--- config.mk ---
export PLATFORM = sky130hd
export DESIGN_NAME = sliding_window_min_max_avg
export DESIGN_NICKNAME = d
export VERILOG_FILES = /design/src/design/wmma_pkg.sv /design/src/design/wmma_ram.sv /design/src/design/wmma_div.sv /design/src/design/sliding_window_min_max_avg.sv
export SDC_FILE = /design/constraint.sdc
export NUM_CORES = 1
export LEC_CHECK = 0
export ABC_AREA = 1
export BUFFER_PORTS_ARGS = -buffer_cell sky130_fd_sc_hd__buf_2
export CORE_MARGIN = 3
export CORE_UTILIZATION = 43
export CTS_CLUSTER_DIAMETER = 40
export DETAILED_ROUTE_END_ITERATION = 16
export SKIP_LAST_GASP = 1
export SYNTH_ARGS = -nofsm -noshare
export SYNTH_HDL_FRONTEND = slang
export SYNTH_HIERARCHICAL = 1
export SYNTH_SLANG_ARGS = --single-unit
--- constraint.sdc ---
create_clock -name i_clk -period 10.1 [get_ports i_clk]
set_input_delay 1.01 -clock i_clk [delete_from_list [all_inputs] [get_ports i_clk]]
set_output_delay 1.01 -clock i_clk [all_outputs]
set_load 0.01 [all_outputs]
--- src/design/wmma_pkg.sv ---
// ----------------------------------------------------------------------------
// wmma_pkg: shared constants for the sliding window min/max/average block
// Field width of the sample and result ports, and default parameter values.
// ----------------------------------------------------------------------------
`default_nettype none

package wmma_pkg;

    localparam int FIELD_BITS      = 12;
    localparam int WINDOW_DEF      = 20;
    localparam int SAMPLE_BITS_DEF = 12;

endpackage : wmma_pkg

`default_nettype wire

--- src/design/wmma_ram.sv ---
// ----------------------------------------------------------------------------
// wmma_ram: generic single-clock RAM
// One write port and one read port, read data registered.
// ----------------------------------------------------------------------------
`default_nettype none

module wmma_ram #(
    parameter int WIDTH = wmma_pkg::SAMPLE_BITS_DEF,
    parameter int DEPTH = wmma_pkg::WINDOW_DEF
) (
    input  wire logic                     i_clk,
    input  wire logic                     i_we,
    input  wire logic [$clog2(DEPTH)-1:0] i_waddr,
    input  wire logic [WIDTH-1:0]         i_wdata,
    input  wire logic [$clog2(DEPTH)-1:0] i_raddr,
    output logic      [WIDTH-1:0]         o_rdata
);

    logic [WIDTH-1:0] r_mem [DEPTH];
    logic [WIDTH-1:0] r_rdata;

    always_ff @(posedge i_clk) begin
        if (i_we) begin
            r_mem[i_waddr] <= i_wdata;
        end
        r_rdata <= r_mem[i_raddr];
    end

    assign o_rdata = r_rdata;

endmodule : wmma_ram

`default_nettype wire

--- src/design/wmma_div.sv ---
// ----------------------------------------------------------------------------
// wmma_div: divider by a constant
// Reciprocal multiply and shift, quotient registered in the cycle after start.
// ----------------------------------------------------------------------------
`default_nettype none

module wmma_div #(
    parameter int NUM_BITS = wmma_pkg::SAMPLE_BITS_DEF + $clog2(wmma_pkg::WINDOW_DEF),
    parameter int DIVISOR  = wmma_pkg::WINDOW_DEF
) (
    input  wire logic                i_clk,
    input  wire logic                i_rst_n,
    input  wire logic                i_start,
    input  wire logic [NUM_BITS-1:0] i_num,
    output logic                     o_done,
    output logic      [NUM_BITS-1:0] o_quo
);

    // exact for every dividend below 2**NUM_BITS
    localparam int SHIFT     = NUM_BITS + $clog2(DIVISOR);
    localparam int MULT_BITS = NUM_BITS + 1;
    localparam int PROD_BITS = NUM_BITS + MULT_BITS;
    localparam logic [MULT_BITS-1:0] RECIP =
        MULT_BITS'(((64'd1 << SHIFT) + 64'(DIVISOR) - 64'd1) / 64'(DIVISOR));

    logic                 r_done;
    logic [NUM_BITS-1:0]  r_quo;
    logic [PROD_BITS-1:0] w_prod;

    assign w_prod = PROD_BITS'(i_num) * PROD_BITS'(RECIP);

    always_ff @(posedge i_clk) begin
        if (!i_rst_n) begin
            r_done <= 1'b0;
        end else begin
            r_done <= i_start;
        end
    end

    always_ff @(posedge i_clk) begin
        if (i_start) begin
            r_quo <= NUM_BITS'(w_prod >> SHIFT);
        end
    end

    assign o_done = r_done;
    assign o_quo  = r_quo;

endmodule : wmma_div

`default_nettype wire

--- src/design/sliding_window_min_max_avg.sv ---
// ----------------------------------------------------------------------------
// sliding_window_min_max_avg: windowed mean, minimum and maximum of samples
//
// Input channel i_valid/o_ready carries one sample word; output channel
// o_valid/i_ready carries one result word (average, minimum, maximum) per
// sample. Each sample overwrites the oldest of the last WINDOW samples in a
// RAM, then the whole window is read back one entry per cycle to form sum,
// minimum and maximum; the sum is divided by WINDOW with a reciprocal
// multiply. After a sample is accepted the block runs the RAM scan, a drain
// state, the divider start and wait states and the hold state, which loads
// the result into the output register once it is free. One sample is in
// work at a time; o_ready rises in the same cycle as the result is loaded
// into the output register.
// Reset clears the window (per-entry valid bits make unwritten slots read
// as zero), the slot pointer and the output valid flag; no clearing pass.
// A stalled receiver holds the result word; one more sample may be taken,
// its finished result then waits internally and input stays blocked until
// the output register frees.
// ----------------------------------------------------------------------------
`default_nettype none

module sliding_window_min_max_avg #(
    parameter int WINDOW      = wmma_pkg::WINDOW_DEF,
    parameter int SAMPLE_BITS = wmma_pkg::SAMPLE_BITS_DEF
) (
    input  wire logic                            i_clk,
    input  wire logic                            i_rst_n,
    input  wire logic                            i_valid,
    output logic                                 o_ready,
    input  wire logic [wmma_pkg::FIELD_BITS-1:0] i_sample,
    output logic                                 o_valid,
    input  wire logic                            i_ready,
    output logic      [wmma_pkg::FIELD_BITS-1:0] o_average,
    output logic      [wmma_pkg::FIELD_BITS-1:0] o_minimum,
    output logic      [wmma_pkg::FIELD_BITS-1:0] o_maximum
);

    localparam int SLOT_BITS = $clog2(WINDOW);
    localparam int SUM_BITS  = SAMPLE_BITS + $clog2(WINDOW);
    localparam int OUT_BITS  = wmma_pkg::FIELD_BITS;
    localparam logic [SLOT_BITS-1:0] LAST_SLOT = SLOT_BITS'(WINDOW - 1);

    typedef enum logic [2:0] {
        ST_IDLE,
        ST_SCAN,
        ST_DRAIN,
        ST_DSTART,
        ST_DWAIT,
        ST_HOLD
    } t_state;

    t_state                 r_state;
    logic [SLOT_BITS-1:0]   r_slot;
    logic [SLOT_BITS-1:0]   r_addr;
    logic [WINDOW-1:0]      r_valid;
    logic                   r_rd_pend;
    logic                   r_rd_vld;
    logic [SUM_BITS-1:0]    r_sum;
    logic [SAMPLE_BITS-1:0] r_min;
    logic [SAMPLE_BITS-1:0] r_max;
    logic                   r_o_valid;
    logic [OUT_BITS-1:0]    r_avg;
    logic [OUT_BITS-1:0]    r_omin;
    logic [OUT_BITS-1:0]    r_omax;

    logic                   w_accept;
    logic [SAMPLE_BITS-1:0] w_sample;
    logic [SAMPLE_BITS-1:0] w_rdata;
    logic [SAMPLE_BITS-1:0] w_entry;
    logic                   w_div_done;
    logic [SUM_BITS-1:0]    w_quo;

    logic [SUM_BITS-1:0]    n_sum;
    logic [SAMPLE_BITS-1:0] n_min;
    logic [SAMPLE_BITS-1:0] n_max;

    assign o_ready  = (r_state == ST_IDLE);
    assign w_accept = i_valid && o_ready;
    assign w_sample = SAMPLE_BITS'(i_sample);

    wmma_ram #(
        .WIDTH (SAMPLE_BITS),
        .DEPTH (WINDOW)
    ) u_ram (
        .i_clk   (i_clk),
        .i_we    (w_accept),
        .i_waddr (r_slot),
        .i_wdata (w_sample),
        .i_raddr (r_addr),
        .o_rdata (w_rdata)
    );

    wmma_div #(
        .NUM_BITS (SUM_BITS),
        .DIVISOR  (WINDOW)
    ) u_div (
        .i_clk   (i_clk),
        .i_rst_n (i_rst_n),
        .i_start (r_state == ST_DSTART),
        .i_num   (r_sum),
        .o_done  (w_div_done),
        .o_quo   (w_quo)
    );

    // slots never written since reset read as zero
    always_comb begin
        w_entry = r_rd_vld ? w_rdata : '0;
        n_sum   = r_sum + SUM_BITS'(w_entry);
        n_min   = (w_entry < r_min) ? w_entry : r_min;
        n_max   = (w_entry > r_max) ? w_entry : r_max;
    end

    always_ff @(posedge i_clk) begin
        if (!i_rst_n) begin
            r_state   <= ST_IDLE;
            r_slot    <= '0;
            r_addr    <= '0;
            r_valid   <= '0;
            r_rd_pend <= 1'b0;
            r_o_valid <= 1'b0;
        end else begin
            r_rd_pend <= (r_state == ST_SCAN);
            r_rd_vld  <= r_valid[r_addr];
            if ((r_state == ST_HOLD) && (!r_o_valid || i_ready)) begin
                r_o_valid <= 1'b1;
            end else if (r_o_valid && i_ready) begin
                r_o_valid <= 1'b0;
            end
            if (r_rd_pend) begin
                r_sum <= n_sum;
                r_min <= n_min;
                r_max <= n_max;
            end
            unique case (r_state)
                ST_IDLE: begin
                    if (w_accept) begin
                        r_valid[r_slot] <= 1'b1;
                        r_slot  <= (r_slot == LAST_SLOT) ? '0 : r_slot + SLOT_BITS'(1);
                        r_addr  <= '0;
                        r_sum   <= '0;
                        r_min   <= '1;
                        r_max   <= '0;
                        r_state <= ST_SCAN;
                    end
                end
                ST_SCAN: begin
                    if (r_addr == LAST_SLOT) begin
                        r_state <= ST_DRAIN;
                    end else begin
                        r_addr <= r_addr + SLOT_BITS'(1);
                    end
                end
                ST_DRAIN: begin
                    r_state <= ST_DSTART;
                end
                ST_DSTART: begin
                    r_state <= ST_DWAIT;
                end
                ST_DWAIT: begin
                    if (w_div_done) begin
                        r_state <= ST_HOLD;
                    end
                end
                ST_HOLD: begin
                    if (!r_o_valid || i_ready) begin
                        r_avg     <= OUT_BITS'(w_quo);
                        r_omin    <= OUT_BITS'(r_min);
                        r_omax    <= OUT_BITS'(r_max);
                        r_state   <= ST_IDLE;
                    end
                end
                default: begin
                    r_state <= ST_IDLE;
                end
            endcase
        end
    end

    assign o_valid   = r_o_valid;
    assign o_average = r_avg;
    assign o_minimum = r_omin;
    assign o_maximum = r_omax;

    a_min_le_max : assert property (@(posedge i_clk) disable iff (!i_rst_n)
        (r_state == ST_HOLD) |-> (r_min <= r_max))
        else $error("window minimum above maximum");

    a_avg_le_max : assert property (@(posedge i_clk) disable iff (!i_rst_n)
        (r_state == ST_HOLD) |-> (w_quo <= SUM_BITS'(r_max)))
        else $error("window average above maximum");

    a_slot_range : assert property (@(posedge i_clk) disable iff (!i_rst_n)
        r_slot <= LAST_SLOT)
        else $error("slot pointer out of window");

    a_div_done : assert property (@(posedge i_clk) disable iff (!i_rst_n)
        w_div_done |-> (r_state == ST_DWAIT))
        else $error("divider done outside wait state");

endmodule : sliding_window_min_max_avg

`default_nettype wire
# After elaboration in Yosys (flattened, before gate mapping)
# Memories as Yosys holds them, arrays and structs flattened. A register that Yosys moved wholly into a read port is not among the register bits.
# Cells that the tools add are included.
# classes
addsub	3
n_mul	1
magnitude_cmp	5
n_eq_ne	12
n_mux	29
bitwise	1
n_reduce_logical	13
# ops
op	n
$mux W12	9
$mux W17	3
$mul A17 B16 Y32 const B	1
$or A20 B20 Y20	1
$pmux W3 S6	1
$add A17 B12 Y17	1
$mux W5	3
$gt A12 B12 Y1	1
$lt A12 B12 Y1	1
$lt A5 B6 Y1 const B	2
$mux W3	4
$add A5 B1 Y5 const B	2
$eq A5 B5 Y1 const B	2
$pmux W5 S2	1
$ne A2 B1 Y1 const B	4
$eq A3 B2 Y1 const B	2
$eq A3 B3 Y1 const B	2
$mux W1	6
$reduce_and A3 Y1	2
$bmux W1 S5	1
$demux W1 S5	1
$ge A5 B1 Y1 const B	1
$logic_and A1 B1 Y1	4
$reduce_and A4 Y1	1
other kinds (7)	8
# word_totals
ff_bits	126
ramBits	240
input_bits	16
out_inout_bits	38
word_cells	80
n_memories	1
# memory_table
memory	depth	width	rd	rd_clocked_by_memory_dff	wr	line	source
u_ram.r_mem	20	12	1	1	1	wmma_ram.sv:19	logic [WIDTH-1:0] r_mem [DEPTH];

# Logic depth before layout (Yosys ltp)
# depth
ltp_word	6
depth_mapped	23
ltp_nobuf	23

# Cells and area by module
# Netlist, hierarchy kept.
# by_module_without_submodules
module	instances	cells_each	area_each_um2	seq_area_each_um2
wmma_ram	1	831	9932.0	7447.1
sliding_window_min_max_avg	1	772	6204.7	3042.9
wmma_div	1	749	5993.2	410.4

# Worst setup path before layout
# No wires, ideal clock.
# synth_path
path_kind	register to register
startpoint	register r_sum[9]
endpoint	register u_div.r_quo[9] (netlist: u_div/o_quo[9]), data pin
setup_ns	0.252
arrival_time_ns	4.758
required_time_ns	9.848
setup_slack_ns	5.090
path_stages_with_launch	20
path_buffers	0
period_less_slack_ns	5.010
cell_sequence	edfxtp_1 > ha_1 > fa_1 > inv_1 > fa_1 > fa_1 > inv_1 > fa_1 > inv_1 > fa_1 > inv_1 > ha_1 > nand2_1 > nand2_1 > a31oi_1 > nand2_1 > a21oi_2 > nand2_1 > nand2_1 > nand2_1
# synth_between
elab_chain_len	1
# synth_lines
item	line	source
start: declaration	sliding_window_min_max_avg.sv:58	logic [SUM_BITS-1:0] r_sum;
start signal: assignment	sliding_window_min_max_avg.sv:130	r_sum <= n_sum;
$mul A17 B16 Y32	wmma_div.sv:30	assign w_prod = PROD_BITS'(i_num) * PROD_BITS'(RECIP);
via u_div.w_prod[31]	wmma_div.sv:28	logic [PROD_BITS-1:0] w_prod;
end signal: assignment	wmma_div.sv:42	r_quo <= NUM_BITS'(w_prod >> SHIFT);
end: declaration	wmma_div.sv:27	logic [NUM_BITS-1:0] r_quo;
# The timed path passes the listed nets, and every way through them passes these cells.
# A chain may end at the register's enable or synchronous reset.

# Final worst setup path
# layout_path
startpoint	register r_sum[5]
endpoint	register u_div.r_quo[9] (netlist: u_div/o_quo[9]), data pin
# The elaborated chain is that of the path after synthesis.

==> flow_metrics.env <==
export IMPL_grt_use_total_pct=20.5
export IMPL_antenna_cells=0
export IMPL_critPathArrivalTime_ns=5.72
export IMPL_post_dp_hpwl_um=37700
export IMPL_die_area_sq_um=53800
export IMPL_end_kind="flop"
export IMPL_cts_buffers_inserted=67
export IMPL_fillers=4655
export IMPL_ys_warn_count=6
export IMPL_core_sq_um=50300
export IMPL_slew_headroom_pct=9.83
export IMPL_grt_overflow=0
export IMPL_via_per_inst=5.14
export IMPL_finalSetupViolations=0
export IMPL_layout_common_cells="nand2_1 (600), inv_1 (354), edfxtp_1 (330)"
export IMPL_worst_pin_slew_ns=1.35
export IMPL_tns_ns=0
export IMPL_drt_wirelength_per_cell_um=17.6
export IMPL_slew_violations=0
export IMPL_clock_sinks=378
export IMPL_clkSlewWorstSetupHoldPaths_ns=0.04
export IMPL_io_buffers=53
export IMPL_h_tree_depth=3
export IMPL_start_util_pct=43.7
export IMPL_fin_nets=2651
export IMPL_first_pass_iters=6
export IMPL_drive_above_1_share_pct=8.60
export IMPL_post_cts_buffers=0
export IMPL_top_register="u_ram/r_mem"
export IMPL_synthCells=2325
export IMPL_whs_ns=0.422
export IMPL_areaGrowthSynthToFinish_pct=14.9
export IMPL_grt_max_degree=74
export IMPL_grt_setup_unrepaired="false"
export IMPL_drt_iter0_drc=1242
export IMPL_clockBufferDepth=3
export IMPL_critPathKind="flop to flop"
export IMPL_period_needed_ns=5.39
export IMPL_drt_wl_total_um=54900
export IMPL_final_common_cell="nand2_1"
export IMPL_drtAntennaViolNets=0
export IMPL_finalHoldViolations=0
export IMPL_fmax_mhz=186
export IMPL_grt_pass1_wl_um=85900
export IMPL_place_gp_congestion=0.893
export IMPL_syn_avg_cell_area_sq_um=9.44
export IMPL_holdBufCountCts=0
export IMPL_hold_class="flop to flop"
export IMPL_drc=0
export IMPL_antenna_found_initial=0
export IMPL_drv_cap=0
export IMPL_place_ws_ns=4.66
export IMPL_grt_pass1_vias=15734
export IMPL_die_h_um=232
export IMPL_worst_ep_required_time_ns=10.44
export IMPL_synth_area_sq_um=22000
export IMPL_post_route_period_util_pct=53.3
export IMPL_cts_tree="yes"
export IMPL_dieWidth_um=232
export IMPL_cts_resized=0
export IMPL_rows=82
export IMPL_status="completed"
export IMPL_insertion_delay_ns=0.59
export IMPL_critPathLaunchType="flop"
export IMPL_top_regs="u_ram/r_mem x240, r_valid x20, r_sum x17"
export IMPL_clock_root_buffer="clkbuf_16"
export IMPL_crit_fanout=9
export IMPL_fin_ws_ns=4.71
export IMPL_synth_fp_nets=2588
export IMPL_dr_total_vias=16019
export IMPL_largest_reg_flops=240
export IMPL_io_pins=54
export IMPL_finClkSkew_ns=0.0243
==> cell type report <==
| class | instances | area, sq um | share of cell area, % |
|---|---|---|---|
| Tap cell | 672 | 841 | 3.33 |
| Inverter | 359 | 1350 | 5.35 |
| Clock inverter | 49 | 647 | 2.56 |
| Clock buffer | 75 | 1750 | 6.93 |
| Sequential cell | 378 | 10900 | 43.1 |
| Multi-Input combinational cell | 1516 | 9400 | 37.3 |
| Timing Repair Buffer | 66 | 363 | 1.44 |
==> worst max-delay path: stages, from the launching register on <==
cell and delay (ns):
edfxtp_1 0.55, ha_1 0.43, fa_1 0.52, inv_1 0.06, fa_1 0.50, fa_1 0.57
inv_1 0.06, fa_1 0.52, inv_1 0.06, fa_1 0.54, inv_1 0.05, ha_1 0.37
nand2_1 0.10, nand2_1 0.06, a31oi_1 0.32, nand2_1 0.12, a21oi_2 0.15, nand2_1 0.06
nand2_1 0.05, nand2_1 0.04
==> path summary, 6_finish.rpt <==
check,start,to,slack [ns],cells past startpoint
worst max-delay path,r_sum[5],u_div/o_quo[9],4.71,19
worst max register to register,r_sum[5],u_div/o_quo[9],4.71,19
worst min-delay path,u_div/o_quo[7],o_average[7],0.42,0
worst min register to register,u_div/o_quo[7],o_average[7],0.42,0
==> per-layer routing <==
layer | track usage, % | wire [um] | vias to the layer above
li1 | - | - | 7803
met1 | 27.9 | 24400 | 7687
met2 | 32.9 | 25800 | 433
met3 | 3.73 | 3070 | 96
met4 | 7.28 | 1680 | 0
met5 | 0 | 0 | -
==> per-stage QoR <==
step	cell area [sq um]	utilization, %	instances
floorplan	22000	-	2325
global placement	22800	45.4	2991
detailed placement	22800	45.4	2991
CTS	25200	50.2	3115
global route	25200	50.2	3115
finish	25200	50.2	3115
Power is not shown: default switching activity piles up to over one toggle a cycle in this logic, so the estimate is an artifact.
